$ cat src/rtl/core/sqs_pkg.sv
`default_nettype none
// ----------------------------------------------------------------------------
// sprite quad setup package
// shared constants, types and tables for the sprite quad setup block
// ----------------------------------------------------------------------------
package sqs_pkg;

	localparam int BatchQuads   = 1024;
	localparam int CordicSteps  = 16;
	localparam int StepW        = 4;
	localparam int DivBits      = 33;
	localparam int DivCntW      = 6;

	localparam logic signed [18:0] Deg360 = 19'sd46080;
	localparam logic signed [18:0] Deg180 = 19'sd23040;
	localparam logic signed [18:0] Deg90  = 19'sd11520;
	localparam logic signed [27:0] CordicK24 = 28'sd10188014;
	localparam logic [12:0] BatchLimit = 13'(BatchQuads * 4);

	localparam logic [0:0] RegTexWidth  = 1'b0;
	localparam logic [0:0] RegTexHeight = 1'b1;

	typedef enum logic [2:0] {
		ST_IDLE,
		ST_ANGLE,
		ST_CORDIC,
		ST_DIVIDE,
		ST_EMIT
	} state_t;

	typedef struct packed {
		logic start;
	} unit_ctl_t;

	function automatic logic [25:0] atan_lut(input logic [StepW-1:0] i);
		logic [25:0] r;
		case (i)
			4'd0:    r = 26'd2949120;
			4'd1:    r = 26'd1740967;
			4'd2:    r = 26'd919879;
			4'd3:    r = 26'd466945;
			4'd4:    r = 26'd234379;
			4'd5:    r = 26'd117266;
			4'd6:    r = 26'd58666;
			4'd7:    r = 26'd29335;
			4'd8:    r = 26'd14668;
			4'd9:    r = 26'd7334;
			4'd10:   r = 26'd3667;
			4'd11:   r = 26'd1833;
			4'd12:   r = 26'd917;
			4'd13:   r = 26'd458;
			4'd14:   r = 26'd229;
			4'd15:   r = 26'd115;
			default: r = 26'd0;
		endcase
		return r;
	endfunction

endpackage
`default_nettype wire

$ cat src/rtl/core/sqs_cordic.sv
`default_nettype none
// ----------------------------------------------------------------------------
// sprite quad setup cordic
// rotation-mode cordic, one micro-rotation per cycle, then rounding to q1.16
// ----------------------------------------------------------------------------
module sqs_cordic (
	input  wire logic                clk,
	input  wire logic                arst_n,
	input  wire sqs_pkg::unit_ctl_t  ctl,
	input  wire logic signed [26:0]  z_init,
	input  wire logic                neg,
	output logic                     done,
	output logic signed [17:0]       sin_val,
	output logic signed [17:0]       cos_val
);
	logic signed [27:0] x_q, y_q;
	logic signed [27:0] z_q;
	logic [sqs_pkg::StepW-1:0] step_q;
	logic run_q, neg_q, done_q;
	logic signed [27:0] xs, ys, xr, yr;
	logic signed [27:0] at;

	assign xs = x_q >>> step_q;
	assign ys = y_q >>> step_q;
	assign at = 28'(sqs_pkg::atan_lut(step_q));
	assign xr = (x_q + 28'sd128) >>> 8;
	assign yr = (y_q + 28'sd128) >>> 8;

	always_ff @(posedge clk or negedge arst_n) begin
		if (!arst_n) begin
			run_q  <= 1'b0;
			done_q <= 1'b0;
			step_q <= '0;
		end else begin
			done_q <= 1'b0;
			if (ctl.start) begin
				run_q  <= 1'b1;
				step_q <= '0;
			end else if (run_q) begin
				step_q <= step_q + 1'b1;
				if (step_q == sqs_pkg::StepW'(sqs_pkg::CordicSteps - 1)) begin
					run_q  <= 1'b0;
					done_q <= 1'b1;
				end
			end
		end
	end

	always_ff @(posedge clk) begin
		if (ctl.start) begin
			x_q   <= sqs_pkg::CordicK24;
			y_q   <= '0;
			z_q   <= 28'(z_init);
			neg_q <= neg;
		end else if (run_q) begin
			if (z_q >= 0) begin
				x_q <= x_q - ys;
				y_q <= y_q + xs;
				z_q <= z_q - at;
			end else begin
				x_q <= x_q + ys;
				y_q <= y_q - xs;
				z_q <= z_q + at;
			end
		end
	end

	assign done    = done_q;
	assign cos_val = neg_q ? -18'(xr) : 18'(xr);
	assign sin_val = neg_q ? -18'(yr) : 18'(yr);

	a_step_range: assert property (@(posedge clk) disable iff (!arst_n)
		done_q |-> !run_q)
		else $error("cordic done while running");
	a_done_pulse: assert property (@(posedge clk) disable iff (!arst_n)
		done_q |=> !done_q)
		else $error("cordic done held");
	a_start_idle: assert property (@(posedge clk) disable iff (!arst_n)
		ctl.start |=> run_q)
		else $error("cordic failed to start");
endmodule
`default_nettype wire

$ cat config.mk
export PLATFORM = sky130hd
export DESIGN_NAME = sqs_cordic
export DESIGN_NICKNAME = d
export VERILOG_FILES = /design/src/rtl/core/sqs_pkg.sv /design/src/rtl/core/sqs_cordic.sv
export SDC_FILE = /design/constraint.sdc
export NUM_CORES = 1
export LEC_CHECK = 0
export BUFFER_PORTS_ARGS = -buffer_cell sky130_fd_sc_hd__clkbuf_2
export CORE_AREA = 2 2 178 180
export CTS_BUF_LIST = sky130_fd_sc_hd__clkbuf_8 sky130_fd_sc_hd__clkbuf_16
export DETAILED_ROUTE_END_ITERATION = 6
export DIE_AREA = 0 0 180 182
export PLACE_DENSITY = 0.64
export SKIP_CTS_REPAIR_TIMING = 1
export SLEW_MARGIN = 30
export SYNTH_ARGS = -nofsm -noshare
export SYNTH_HDL_FRONTEND = slang
export SYNTH_SLANG_ARGS = --single-unit
$ cat constraint.sdc
create_clock -name clk -period 8.15 [get_ports clk]
set_input_delay 1.63 -clock clk [delete_from_list [all_inputs] [get_ports clk]]
set_output_delay 1.63 -clock clk [all_outputs]
set_load 0.01 [all_outputs]
==> run summary <==
Core Area - 31000 um2
number of global-route vias before repair - 12036
Post-route DRC - 0
Inserted Clock Buffers - 9
post-synthesis area per instance - 8.03 um2
Die W - 180 um
Total Routing Usage GR - 0.235
Post-DP HPWL - 28.8 mm
Area Growth Syn to Fin - 5.69%
Overflow after GRT - 0
slowest stage delay, CP - 0.93 ns
Final #Nets - 1816
first-pass GRT wire length - 63.1 mm
EDFF count, synth - 29
Routed met2 length - 17.9 mm
footprint of the multi-input gates - 10800 um2
Setup violations, final - 0
max_slew headroom - 0.377
Critical Path End Type - flop
TritonCTS clock tree - done
DR pass1 iterations - 5
Fillers - 3032
Slowest cell on crit path - dfrtp_4
initial antenna violation count - 0
RSZ-0062 raised after global routing - false
H-tree levels - 3
dpl ws - 1.71 ns
Fin Hold WS - 0.528 ns
status - finished clean
worst hold start - x_q[0]
I/O pins - 68
critical path arrival - 6.80 ns
row count - 65
highest metal used - met4
critical path class - reg -> reg
most frequent cells in the layout - nand2_1, nor2_1, xnor2_1
async set-reset flop share out of synthesis - 0.0659
clock sinks - 91
Die Area - 32800 um2
Final Cycle Share - 0.803
Worst-Skew Late Latency - 0.37 ns
Peak Freq - 0.153 GHz
synth warn - 0
CP Launch Type - flop
final wirelength - 39.2 mm
Max-Cap Viols - 0
dominant synthesized flop cell - dfxtp_1
Port Buffers - 67
Final Slew Violations - 0
share of layout cells above drive strength 1 - 0.121
most frequent CP cell - o21ai_0
Worst Hold Class - reg -> reg
synthesized netlist cell count - 1700
worst r2r src - step_q[1]
Final Hold Fails - 0
largest net degree at the start of global routing - 63
Synthesized Nets - 1830
synthesis-stage register bit count - 91
Die H - 182 um
Vias/cell - 6.09
CP Launch Point - step_q[1]
post-route setup slack - 1.61 ns
Worst EP required - 8.40 ns
Post-DRT Antenna Nets - 0
Seq/Total Area, Yosys - 0.157
CTS Root Cell - clkbuf_16
Ant. Diodes - 0
Fin Setup TNS - 0 ns
Post-Syn Area - 13700 um2
Initial Utilization - 0.441
synth unique cells - 84
M1 WL - 18.0 mm
Via Count - 12749
DRT iter0 DRCs - 1073
clk buf depth - 2
Final Skew - 0.0207 ns
routed len/inst - 18.7 um
Routability Congestion - 0.935
cells along the critical path - buf_4 > mux4_1 > mux4_2 > or3_4 > a211oi_2 > and2_4 > or3b_4 > o21ai_0 > xor2_1 > ha_1 > nor2b_1 > o21ai_0 > o21a_1 > o31ai_1 > o41ai_1 > o21ai_0 > xor2_1 > a211oi_1 > a31o_1
commonest non-fill, non-tap cell in the layout - nand2_1
metal3 WL - 2.37 mm
Clock Pin Slew Worst Setup and Hold Paths - 0.09 ns
fin crit period - 6.54 ns
FF+latch area - 2150 um2
Worst Tran Pin Value - 0.931 ns
Critical Path Fanout Max - 57
==> cells in the mapped netlist, types with 21 or more instances <==
library cell / count / area share
nand3_1: 39 / 0.014
xor2_1: 72 / 0.046
o21ai_0: 127 / 0.047
nor2_1: 139 / 0.038
inv_1: 53 / 0.015
clkbuf_1: 70 / 0.019
a21o_1: 27 / 0.015
edfxtp_1: 29 / 0.064
ha_1: 96 / 0.088
buf_1: 24 / 0.0066
a21oi_1: 109 / 0.040
dfxtp_1: 56 / 0.082
mux2_2: 27 / 0.022
or3_1: 22 / 0.010
a31oi_1: 24 / 0.011
xnor2_1: 131 / 0.084
mux4_2: 39 / 0.064
mux2i_1: 54 / 0.040
nor3_1: 41 / 0.015
nand2_1: 164 / 0.045
o21a_1: 21 / 0.012
nand2b_1: 31 / 0.014
==> metrics by stage <==
step | utilization | cell area (um2) | std cells
2_1_floorplan | - | 13700 | 1700
3_3_place_gp | 0.456 | 14100 | 2076
3_5_place_dp | 0.456 | 14100 | 2076
4_1_cts | 0.465 | 14400 | 2092
5_1_grt | 0.466 | 14400 | 2093
6_report | 0.466 | 14400 | 2093
==> final timing paths <==
path                             end  slack, ns  cells past startpoint
setup / recovery             y_q[27]       1.61                     19
min in group asynchronous      run_q       1.10                      1
hold reg to reg               x_q[0]       0.53                      2
setup reg to reg             y_q[27]       1.61                     19
max in group asynchronous  step_q[1]       6.86                      1
hold / removal                x_q[0]       0.53                      2
==> critical path: cells and delay by family (launching register included) <==
kind                     cells  cell delay (ns)
AO/OA/AOI/OAI                9             1.85
flip-flops                   1             0.93
buffers and inverters        1             0.48
multiplexers                 2             1.20
XOR/XNOR                     2             0.37
AND/OR/NAND/NOR              4             1.24
adder cells (fa/ha/maj)      1             0.32
==> logic make-up after synthesis <==
logic type      share of synthesized area
xor+xnor                            0.130
mux                                 0.161
simple gates                        0.198
buf+inv                            0.0510
fa+ha+maj                          0.0924
flops                               0.157
compound gates                      0.211
==> metal layers <==
metal,global-route usage,vias to the layer above
li1,-,6208
met1,0.320,6047
met2,0.386,436
met3,0.0317,58
met4,0.0712,0
met5,0,-
==> flip-flops by register name, indices dropped and copies added, names as in the netlist <==
name and count:
run_q 1, y_q 28, done 1, neg_q 1, x_q 28, z_q 28
step_q 4
==> layout make-up <==
type	instances	area share
sequential	91	0.149
tap	402	0.0349
multi-input combinational	1444	0.749
clock buffer	9	0.0156
inverter	55	0.0143
clock inverter	7	0.00364
timing repair buffer	85	0.0330
Power is not shown: default switching activity piles up to over one toggle a cycle in this logic, so the estimate is an artifact.
