File: src/rtl/core/sqs_pkg.sv
`default_nettype none
// ----------------------------------------------------------------------------
// sprite quad setup package
// shared constants, types and tables for the sprite quad setup block
// ----------------------------------------------------------------------------
package sqs_pkg;

	localparam int BatchQuads   = 1024;
	localparam int CordicSteps  = 16;
	localparam int StepW        = 4;
	localparam int DivBits      = 33;
	localparam int DivCntW      = 6;

	localparam logic signed [18:0] Deg360 = 19'sd46080;
	localparam logic signed [18:0] Deg180 = 19'sd23040;
	localparam logic signed [18:0] Deg90  = 19'sd11520;
	localparam logic signed [27:0] CordicK24 = 28'sd10188014;
	localparam logic [12:0] BatchLimit = 13'(BatchQuads * 4);

	localparam logic [0:0] RegTexWidth  = 1'b0;
	localparam logic [0:0] RegTexHeight = 1'b1;

	typedef enum logic [2:0] {
		ST_IDLE,
		ST_ANGLE,
		ST_CORDIC,
		ST_DIVIDE,
		ST_EMIT
	} state_t;

	typedef struct packed {
		logic start;
	} unit_ctl_t;

	function automatic logic [25:0] atan_lut(input logic [StepW-1:0] i);
		logic [25:0] r;
		case (i)
			4'd0:    r = 26'd2949120;
			4'd1:    r = 26'd1740967;
			4'd2:    r = 26'd919879;
			4'd3:    r = 26'd466945;
			4'd4:    r = 26'd234379;
			4'd5:    r = 26'd117266;
			4'd6:    r = 26'd58666;
			4'd7:    r = 26'd29335;
			4'd8:    r = 26'd14668;
			4'd9:    r = 26'd7334;
			4'd10:   r = 26'd3667;
			4'd11:   r = 26'd1833;
			4'd12:   r = 26'd917;
			4'd13:   r = 26'd458;
			4'd14:   r = 26'd229;
			4'd15:   r = 26'd115;
			default: r = 26'd0;
		endcase
		return r;
	endfunction

endpackage
`default_nettype wire

File: src/rtl/core/sqs_divider.sv
`default_nettype none
// ----------------------------------------------------------------------------
// sprite quad setup divider
// restoring divider, one quotient bit per cycle, saturates to q1.16 range
// ----------------------------------------------------------------------------
module sqs_divider (
	input  wire logic               clk,
	input  wire logic               arst_n,
	input  wire sqs_pkg::unit_ctl_t ctl,
	input  wire logic [31:0]        numer,
	input  wire logic [15:0]        denom,
	output logic                    done,
	output logic [16:0]             quot
);
	logic [32:0] num_q;
	logic [16:0] rem_q;
	logic [32:0] q_q;
	logic [15:0] den_q;
	logic [sqs_pkg::DivCntW-1:0] cnt_q;
	logic run_q, done_q;
	logic [17:0] trial;
	logic [17:0] diff;

	assign trial = {rem_q, num_q[32]};
	assign diff  = trial - {2'b00, den_q};

	always_ff @(posedge clk or negedge arst_n) begin
		if (!arst_n) begin
			run_q  <= 1'b0;
			done_q <= 1'b0;
			cnt_q  <= '0;
		end else begin
			done_q <= 1'b0;
			if (ctl.start) begin
				run_q <= 1'b1;
				cnt_q <= '0;
			end else if (run_q) begin
				cnt_q <= cnt_q + 1'b1;
				if (cnt_q == sqs_pkg::DivCntW'(sqs_pkg::DivBits - 1)) begin
					run_q  <= 1'b0;
					done_q <= 1'b1;
				end
			end
		end
	end

	always_ff @(posedge clk) begin
		if (ctl.start) begin
			num_q <= {1'b0, numer} + {18'd0, denom[15:1]};
			rem_q <= '0;
			q_q   <= '0;
			den_q <= denom;
		end else if (run_q) begin
			num_q <= {num_q[31:0], 1'b0};
			if (!diff[17]) begin
				rem_q <= diff[16:0];
				q_q   <= {q_q[31:0], 1'b1};
			end else begin
				rem_q <= trial[16:0];
				q_q   <= {q_q[31:0], 1'b0};
			end
		end
	end

	assign done = done_q;
	assign quot = (|q_q[32:17]) ? 17'h1FFFF : q_q[16:0];

	a_done_pulse: assert property (@(posedge clk) disable iff (!arst_n)
		done_q |=> !done_q)
		else $error("divider done held");
	a_start_run: assert property (@(posedge clk) disable iff (!arst_n)
		ctl.start |=> run_q)
		else $error("divider failed to start");
	a_done_stop: assert property (@(posedge clk) disable iff (!arst_n)
		done_q |-> !run_q)
		else $error("divider done while running");
endmodule
`default_nettype wire

File: config.mk
export PLATFORM = sky130hd
export DESIGN_NAME = sqs_divider
export DESIGN_NICKNAME = d
export VERILOG_FILES = /design/src/rtl/core/sqs_pkg.sv /design/src/rtl/core/sqs_divider.sv
export SDC_FILE = /design/constraint.sdc
export NUM_CORES = 1
export LEC_CHECK = 0
export ABC_AREA = 1
export BUFFER_PORTS_ARGS = -buffer_cell sky130_fd_sc_hd__buf_2
export CELL_PAD_IN_SITES_DETAIL_PLACEMENT = 1
export CELL_PAD_IN_SITES_GLOBAL_PLACEMENT = 1
export CORE_MARGIN = 5
export CORE_UTILIZATION = 43
export DETAILED_ROUTE_END_ITERATION = 8
export PLACE_DENSITY = 0.83
export SYNTH_ARGS = -nofsm -noshare
export SYNTH_HDL_FRONTEND = slang
export SYNTH_SLANG_ARGS = --single-unit
File: constraint.sdc
create_clock -name clk -period 2.9 [get_ports clk]
set_input_delay 0.29 -clock clk [delete_from_list [all_inputs] [get_ports clk]]
set_output_delay 0.29 -clock clk [all_outputs]
set_load 0.05 [all_outputs]
==> metrics.txt, run 1 <==
hpwl dp=15860 um; Tmin final=2.276 ns; Crit path arrival time=between 2 and 3 ns; Layout area overhead=12.92%; flop and latch count out of synthesis=between 100 and 150; DR WL met3=645 um; worst vdd ir=0.3353 mV; startpoint types=register; CP Class=reg2reg; Starting Density=43.37%; WL met2=10630 um; TritonCTS clock tree=done; post-synthesis area per instance=approximately 7.3 um2; Yosys top cell area share=a little over a fifth; placed cell area=between 7000 and 8000 um2; final instance area=7696 um2; number of flops mapped to enable cells by yosys=49; final net count=1086; Fill cells=2050; highest metal used=met4; layout cell share with drive strength beyond 1=12.44%; Starting DRT DRC Count=~410; ys async rst share=7.477%; RSZ-0062 raised after global routing=false; setup TNS=0 ns; vias per cell=between 5 and 6; Clk Latency, worst-skew pair=around 0.37 ns; drt total wl=~20000 um; syn nets=1021; GRT Residual Overflow=0; CP endpoint kind=register; Slew Limit Fails=0; Yosys cell types=44; Worst Max-Slew Pin Slew=0.9157 ns; first-pass GRT wire length=34140 um; area taken by multi-input logic gates=3466 um2; clock skew=around 0.013 ns; Most used DFF post-synth=dfxtp_1; sequential-to-total area share from yosys stat=39.21%; Boundary Pins=69; final cycle utilization of the critical path=78.49%; YS warnings=0; drt drc=0; reg2reg setup slack=0.62 ns; DIE HEIGHT=135.9 um; Critical Path RT=about 3.2 ns; worst hold path depth=1; WL met1=8848 um; root buf cell=clkbuf_16; top-count cell post-synth=nand2_1; Vias=6476; initial antenna violation count=1; number of H-tree levels=3; CP Max Fanout=14; top post-synthesis cells by count=nand2_1, inv_1, nand3_1, dfxtp_1, nor2_1; GRT Resource Usage Total=a little under a quarter; Pre-antenna DRT Iters=4; Slew HR=roughly 39%; total power=0.005181 W; FP Rows=46; worst r2r path cells=12; P per Cell Area=~670 nW/um2; TritonCTS Buffers=9; Cells after Synth=935; routed len/inst=16.86 um; cell accounting for the most synthesized area=edfxtp_1; clk buf depth=2; clk slew on worst S/H paths=0.09 ns; # setup viols final=0; die width=about 140 um; Peak Freq=439.3 MHz; Antenna Nets Post-Route=0; vias in the first global route=7000; core area=15710 um2; Port Buffers=68; Final Hold Viols=0; largest net degree at the start of global routing=56; max-cap violations=0; P_leak=3.914 nW; Mapped Area=approximately 6800 um2; Core Util, Final=roughly half; gpl congestion=0.8780; TritonCTS sink count=around 110; Hold Crit Class=in2reg; status=finished, final reports clean; sequential cell area=2673 um2; Synth area leaders=edfxtp_1, nand2_1, dfxtp_1; Die ar.=between 15000 and 20000 um2
[registers in the layout (all words and copies together), names as in the netlist]
signal  count
run_q       1
cnt_q       6
rem_q      17
num_q      33
q_q        33
done        1
den_q      16
[layout make-up]
type / count / area share [%]
well taps: 216 / 3.512
repair buffers: 76 / 5.397
flip-flops and latches: 107 / 34.73
clock inverters: 6 / 1.073
multi-input cells: 663 / 45.03
clock buffers: 10 / 3.252
diodes: 1 / 0.03252
inverters: 143 / 6.974
[power by group]
| group | internal [W] | switching (W) |
|---|---|---|
| clock network | 0.000684 | 0.000690 |
| registers | 0.00178 | 0.000118 |
| logic | 0.000633 | 0.00128 |
| total | 0.00309 | 0.00209 |
[worst paths after layout]
check,end,from
setup / recovery,rem_q[9]$_SDFFE_PP0P_,den_q[8]$_DFFE_PP_
hold / removal,den_q[0]$_DFFE_PP_,denom[0]
setup reg to reg,rem_q[9]$_SDFFE_PP0P_,den_q[8]$_DFFE_PP_
hold reg to reg,rem_q[1]$_SDFFE_PP0P_,rem_q[1]$_SDFFE_PP0P_
max in group asynchronous,cnt_q[0]$_DFFE_PN0P_,arst_n
min in group asynchronous,run_q$_DFF_PN0_,arst_n
[cell usage in the layout, fill, tap and decap left out, drive strengths merged, types with 8 or more instances in the layout]
master and count:
nand2 321, clkbuf 10, inv 147, dfxtp 50
a21oi 31, nor2 55, ha 33, xnor2 13
nor3 8, edfxtp 49, nand4 21, dfrtp 8
o21ai 31, nand3 90, buf 75, o22ai 32
[timing repair]
action,CTS,global route
hold endpoints to repair,8,0
gates resized for setup,0,0
hold buffers,1,0
setup buffers,0,0
[through the flow]
| stage | hold slack (ns) | cells | setup WS (ns) |
|---|---|---|---|
| floorplan | -0.005591 | 935 | 0.6079 |
| global placement | 0.1462 | 1204 | 0.5699 |
| detailed placement | 0.1457 | 1204 | 0.5251 |
| CTS | 0.09438 | 1221 | 0.5972 |
| global route | 0.09171 | 1222 | 0.3837 |
| finish | 0.1020 | 1222 | 0.6237 |
[cell families after synthesis]
family	share of synthesized area, %
and+or+nand+nor	33.41
DFF	39.21
adders and majority gates	6.646
AOI/OAI and AO/OA	8.225
xor gates and xnor gates	2.570
buffers and inverters	9.932
[routing by layer]
| metal | vias up | global-route usage (%) |
|---|---|---|
| met2 | 100 | 42.84 |
| met3 | 29 | 3.220 |
| met1 | 3177 | 28.10 |
| li1 | 3170 | - |
| met5 | - | 0 |
| met4 | 0 | 7.335 |
[critical path, stage by stage, from the launching register on]
cell	delay [ns]
edfxtp_1	0.38
inv_1	0.09
ha_1	0.28
nand2_1	0.09
nand2_1	0.12
a21oi_4	0.18
nand3_2	0.13
nand2_4	0.11
nand3_2	0.31
nand3_1	0.27
nand2_1	0.09
nand2_1	0.07
nand2_1	0.05
(Power assumes the default switching activity.)
==> run 2: changes to the inputs <==
--- a/config.mk
+++ b/config.mk
@@ -10,9 +10,9 @@
 export CELL_PAD_IN_SITES_DETAIL_PLACEMENT = 1
 export CELL_PAD_IN_SITES_GLOBAL_PLACEMENT = 1
 export CORE_MARGIN = 5
-export CORE_UTILIZATION = 43
+export CORE_UTILIZATION = 39
 export DETAILED_ROUTE_END_ITERATION = 8
-export PLACE_DENSITY = 0.83
+export PLACE_DENSITY = 0.79
 export SYNTH_ARGS = -nofsm -noshare
 export SYNTH_HDL_FRONTEND = slang
 export SYNTH_SLANG_ARGS = --single-unit
==> constraint.sdc (replaced) <==
create_clock -name clk -period 1.9 [get_ports clk]
set_input_delay 0.19 -clock clk [delete_from_list [all_inputs] [get_ports clk]]
set_output_delay 0.19 -clock clk [all_outputs]
set_load 0.05 [all_outputs]
==> run 2 against run 1 <==
- the flow now finishes with violations (hold timing, setup timing)
- non-clock buffer count is 143 higher
- sequential cell count stayed put
- final cell count grew 12%
- combinational power increased to 2.7 times the previous value
- via count is 17% higher
- critical path depth rose by 3
- global-route usage grew 2.2 points
- sequential power increased by 54%
- register-to-register slack worse by 0.98 ns
- worst hold slack worse by 0.11 ns
- critical endpoint is now rem_q[8]$_SDFFE_PP0P_
- largest power group unchanged
==> metrics.txt, run 2 (synthesis gave the netlist of run 1 again) <==
post-route setup slack=-0.3577 ns (-0.9814 ns); commonest non-fill, non-tap cell in the layout=nand2_1; gpl congestion=0.9305 (+6.0%); commonest non-fill, non-tap cells in the layout=nand2_1, buf_4, inv_1, nand3_1, buf_2; Critical Path RT=2.17 ns (-1.00 ns); Slew Limit Fails=0 (unchanged); largest net degree at the start of global routing=67 (+20%); crit path from=den_q[10]$_DFFE_PP_; Peak Freq=442.9 MHz (+0.82%); worst r2r path cells=15 (+3); FP Rows=48 (+4.3%); worst vdd ir=0.5547 mV (+65%); vias per cell=5.493 (+3.7%); CP Max Fanout=6 (-8); Final Hold Viols=1 (+1); Port Buffers=68 (unchanged); Setup crit end=rem_q[8]$_SDFFE_PP0P_; GRT Residual Overflow=0 (unchanged); CP endpoint kind=register; final net count=1229 (+13%); root buf cell=clkbuf_16; vias in the first global route=7869 (+12%); TritonCTS Buffers=9 (unchanged); Boundary Pins=69 (unchanged); die width=142.2 um (+4.6%); Worst Max-Slew Pin Slew=0.4685 ns (-0.4472 ns); DP Cell Count=1326 (+10%); number of H-tree levels=3 (unchanged); reg2reg setup slack=-0.36 ns (-0.98 ns); clock skew=0.01534 ns (+0.002064 ns); routed len/inst=21.01 um (+25%); RSZ-0062 raised after global routing=true; core area=17240 um2 (+9.7%); P_leak=4.755 nW (+21%); Starting Density=39.54% (-3.8 points); TritonCTS sink count=107 (unchanged); initial antenna violation count=1 (unchanged); first-pass GRT wire length=40880 um (+20%); biggest regs=num_q: 33 flops, q_q: 33 flops, rem_q: 17 flops; clk buf depth=2 (unchanged); Fill cells=2085 (+1.7%); Starting DRT DRC Count=588 (+44%); pre-CTS WS=-0.2427 ns (-0.7678 ns); hpwl dp=16540 um (+4.3%); Slew HR=68.44% (+30 points); status=finished with violations; Tmin final=2.258 ns (-0.01861 ns); DIE HEIGHT=142.2 um (+4.6%); max-cap violations=0 (unchanged); Vias=7548 (+17%); failing checks=hold timing, setup timing; startpoint types=register; Antenna Nets Post-Route=0 (unchanged); FF-to-FF End=rem_q[8]$_SDFFE_PP0P_; CP Class=reg2reg; Pre-antenna DRT Iters=5 (+1); Hold Crit Class=in2reg; final instance area=9612 um2 (+25%); P per Cell Area=1063 nW/um2 (+58%); placed cell area=8275 um2 (+13%); TritonCTS clock tree=done; clk slew on worst S/H paths=0.10 ns (about the same); final cycle utilization of the critical path=118.8% (+40 points); Clk Latency, worst-skew pair=0.37 ns (about the same); hold_ws=-0.004016 ns (-0.1060 ns); Die ar.=20220 um2 (+9.5%); final cell count without fillers=1374 (+12%); drt total wl=28870 um (+40%); # setup viols final=35 (+35); Layout area overhead=41.03%; layout cell share with drive strength beyond 1=31.88% (+19 points); GRT Resource Usage Total=25.48% (+2.2 points); Reg-to-Reg Start=den_q[10]$_DFFE_PP_; drt drc=0 (unchanged); Crit path arrival time=2.52 ns (-0.03 ns); Core Util, Final=55.76% (+6.8 points)
## run 2: changes by cell type in the layout (fill, tap and decap cells not counted), moves of 11 or more
cell     previous run  this run
buf_4               6       136
nand2_1           315       270
nand2_2             2        26
nand2_4             4        23
buf_2              68        51
buf_8               0        16
inv_1             140       124
inv_2               3        18
nand3_1            77        64
ha_1               33        22
## run 2: metal layers
| metal | routed length [um] | track usage (%) | share of wire [%] |
|---|---|---|---|
| met5 | 0 | 0 | 0 |
| met1 | 11390 | 30.41 | 39 |
| met2 | 15070 | 46.86 | 52 |
| met4 | 1328 | 8.737 | 4.6 |
| met3 | 1082 | 3.394 | 3.7 |
## run 2: stage by stage
step                total power, W  TNS (ns)
floorplan                 0.005121         0
global placement          0.006584    -3.916
detailed placement        0.006680    -5.694
CTS                       0.009381    -2.856
global route               0.01071    -10.64
finish                     0.01022    -8.116
## run 2: critical path: stages (launching register included)
cell      delay (ns)
edfxtp_1        0.35
inv_1           0.06
ha_1            0.38
nand2_1         0.14
inv_1           0.13
nand2_1         0.12
nor2_4          0.16
nand2_4         0.08
buf_12          0.13
nand2_8         0.07
nand2_8         0.08
buf_16          0.17
nand3_4         0.08
nand2_2         0.06
nand2_1         0.08
nand2_1         0.05
## run 2: worst min-delay path by stage
stage,to,depth (start not counted),from
after CTS,den_q[15]$_DFFE_PP_,1,denom[15]
after global routing,den_q[0]$_DFFE_PP_,1,denom[0]
final,den_q[0]$_DFFE_PP_,1,denom[0]
after detailed placement,cnt_q[3]$_DFFE_PN0P_,1,arst_n
after global placement,done$_DFF_PN0_,1,arst_n
after floorplan,cnt_q[0]$_DFFE_PN0P_,0,arst_n
## run 2: power breakdown
group / total [W] / switching (W) / leakage [nW] / internal [W]
logic: 0.00517 / 0.00291 / 3.57 / 0.00226
clock network: 0.00213 / 0.00114 / 0.158 / 0.000991
registers: 0.00292 / 0.000210 / 1.03 / 0.00271
## run 2: timing repair
action	in CTS	in global routing
hold buffers	1	0
pin swaps	29	28
setup endpoints to repair	35	39
gates resized for setup	98	96
endpoints found under the hold margin	8	0
gates cloned	3	1
buffers inserted	20	6
## run 2: area by class of cell
type                            instances  area [um2]  share of cell area [%]
Clock buffer                            9       225.2                   2.343
Antenna cell                            1       2.502                 0.02603
Clock inverter                          7       101.3                   1.054
Timing Repair Buffer                  219        1780                   18.52
Multi-Input combinational cell        663        4004                   41.66
Sequential cell                       107        2678                   27.86
Inverter                              143       539.3                   5.611
Tap cell                              225       281.5                   2.929
==> run 3: changes to the inputs <==
--- a/config.mk
+++ b/config.mk
@@ -10,9 +10,10 @@
 export CELL_PAD_IN_SITES_DETAIL_PLACEMENT = 1
 export CELL_PAD_IN_SITES_GLOBAL_PLACEMENT = 1
 export CORE_MARGIN = 5
-export CORE_UTILIZATION = 39
+export CORE_UTILIZATION = 38
 export DETAILED_ROUTE_END_ITERATION = 8
-export PLACE_DENSITY = 0.79
+export GPL_ROUTABILITY_DRIVEN = 0
+export PLACE_DENSITY = 0.77
 export SYNTH_ARGS = -nofsm -noshare
 export SYNTH_HDL_FRONTEND = slang
 export SYNTH_SLANG_ARGS = --single-unit
==> run 3 against run 2 <==
- the flow finishes with violations (setup timing)
- combinational power fell by 1%
- worst setup slack gained 0.22 ns
- maximum frequency increased by 11%
- power decreased by 1.5%
- critical path depth is 9 lower
- critical path type is now reg2out
==> metrics.txt, run 3 (synthesis gave the netlist of run 1 again) <==
status=finished with violations; failing checks=setup timing; P_leak=4.649 nW (-2.2%); RSZ-0062 raised after global routing=true; CP Class=reg2out; Crit path arrival time=1.85 ns (-0.67 ns); post-route setup slack=-0.1424 ns (+0.2154 ns); Layout area overhead=40.00%; layout cell share with drive strength beyond 1=32.16% (+0.27 points); Worst Max-Slew Pin Slew=0.5170 ns (+0.04848 ns); vias in the first global route=7476 (-5.0%); Starting Density=38.20% (-1.3 points); drt drc=0 (unchanged); Clk Latency, worst-skew pair=0.37 ns (about the same); CP Max Fanout=8 (+2); crit path buf inv count=3 (-1); TritonCTS sink count=107 (unchanged); Tmin final=2.042 ns (-0.2154 ns); Final Hold Viols=0 (-1); Boundary Pins=69 (unchanged); crit-path cells=inv_1, nand4_1, nor4_4, buf_6, nand2_4, buf_8; Hold Crit Class=in2reg; Vias=7124 (-5.6%); commonest non-fill, non-tap cells in the layout=nand2_1, inv_1, buf_4, nand3_1, buf_2; number of H-tree levels=3 (unchanged); initial antenna violation count=1 (unchanged); worst vdd ir=0.9233 mV (+66%); setup TNS=-2.690 ns (+5.426 ns); first-pass GRT wire length=37740 um (-7.7%); GRT Residual Overflow=0 (unchanged); Pre-antenna DRT Iters=5 (unchanged); biggest regs=num_q: 33 flops, q_q: 33 flops, rem_q: 17 flops; Die ar.=20710 um2 (+2.4%); Core Util, Final=53.48% (-2.3 points); final cycle utilization of the critical path=107.5% (-11 points); clock skew=0.01365 ns (-0.001689 ns); GRT Resource Usage Total=23.03% (-2.5 points); pre-CTS WS=-0.2436 ns (-0.0008280 ns); Starting DRT DRC Count=324 (-45%); Critical Path RT=1.71 ns (-0.46 ns); largest net degree at the start of global routing=40 (-40%); # setup viols final=34 (-2.9%); DIE HEIGHT=143.9 um (+1.2%); Antenna Nets Post-Route=0 (unchanged); die width=143.9 um (+1.2%); startpoint types=register; max-cap violations=0 (unchanged); P per Cell Area=1055 nW/um2 (-0.81%); final net count=1213 (-1.3%); total power=0.01007 W (-1.5%); root buf cell=clkbuf_16; TritonCTS Buffers=9 (unchanged); CP endpoint kind=primary output; critical path's slowest cell=nor4_4; delay-heaviest family, CP=simple AND/OR/NAND/NOR gates; final cell count without fillers=1362 (-0.87%); delay of the slowest cell on the worst path=0.40 ns (+0.02 ns); Slew Limit Fails=0 (unchanged); clk buf depth=2 (unchanged); FP Rows=49 (+2.1%); vias per cell=5.231 (-4.8%); clk slew on worst S/H paths=0.08 ns (-0.02 ns); Peak Freq=489.6 MHz (+11%); DP Cell Count=1323 (-0.23%); commonest non-fill, non-tap cell in the layout=nand2_1; core area=17840 um2 (+3.5%); Port Buffers=68 (unchanged); hpwl dp=16750 um (+1.3%); TritonCTS clock tree=done; Slew HR=65.22% (-3.2 points); drt total wl=24440 um (-15%); routed len/inst=17.94 um (-15%)
==> run 3: changes by cell type in the layout (fill, tap and decap cells not counted), moves of 4 or more <==
cell,change
nand3_2,+12
inv_2,+5
buf_6,+12
buf_4,-19
buf_8,-7
nand3_1,-12
nand2_4,-8
inv_1,-4
==> run 3: area by class of cell <==
type / instances / area [um2]
Clock inverter: 6 / 77.57
Timing Repair Buffer: 203 / 1625
Sequential cell: 107 / 2676
Fill cell: 2170 / 8299
Tap cell: 229 / 286.5
Clock buffer: 10 / 250.2
Multi-Input combinational cell: 663 / 4086
Inverter: 143 / 536.8
Antenna cell: 1 / 2.502
==> run 3: power breakdown <==
group | internal (W) | switching, W | leakage, nW | total, W
combinational | 0.00227 | 0.00284 | 3.46 | 0.00511
clock | 0.00103 | 0.00101 | 0.159 | 0.00204
sequential | 0.00271 | 0.000203 | 1.03 | 0.00292
total | 0.00601 | 0.00406 | 4.65 | 0.0101
==> run 3: final timing paths <==
kind                                 startpoint                     end  cells after the start  slack, ns
max                        q_q[29]$_SDFFE_PP0P_                 quot[3]                      6      -0.14
min                                    denom[0]      den_q[0]$_DFFE_PP_                      1       0.04
max reg2reg                  den_q[9]$_DFFE_PP_  rem_q[10]$_SDFFE_PP0P_                     13      -0.12
min reg2reg                q_q[24]$_SDFFE_PP0P_    q_q[25]$_SDFFE_PP0P_                      2       0.48
max in group asynchronous                arst_n    cnt_q[2]$_DFFE_PN0P_                      2       1.53
min in group asynchronous                arst_n    cnt_q[3]$_DFFE_PN0P_                      2       0.20
==> run 3: layer usage <==
| layer | global-route usage [%] | vias up | routed length [um] |
|---|---|---|---|
| li1 | - | 3428 | - |
| met1 | 28.62 | 3542 | 10340 |
| met2 | 42.21 | 125 | 13020 |
| met3 | 2.562 | 29 | 702 |
| met4 | 6.046 | 0 | 386 |
| met5 | 0 | - | 0 |
==> run 3: metrics by stage <==
| step | hold slack (ns) | cell area [um2] |
|---|---|---|
| 2_1_floorplan | -0.1056 | 6825 |
| 3_3_place_gp | 0.04407 | 8215 |
| 3_5_place_dp | 0.04365 | 8215 |
| 4_1_cts | 0.04142 | 9196 |
| 5_1_grt | 0.03648 | 9542 |
| 6_report | 0.04216 | 9542 |
==> run 3: what timing repair did <==
| item | 4_1_cts | 5_1_grt |
|---|---|---|
| endpoints found under the setup margin | 35 | 36 |
| hold buffers | 1 | 0 |
| setup buffers | 11 | 7 |
| endpoints found under the hold margin | 8 | 0 |
| pin swaps | 46 | 40 |
| cloned | 3 | 1 |
| gates resized for setup | 132 | 70 |
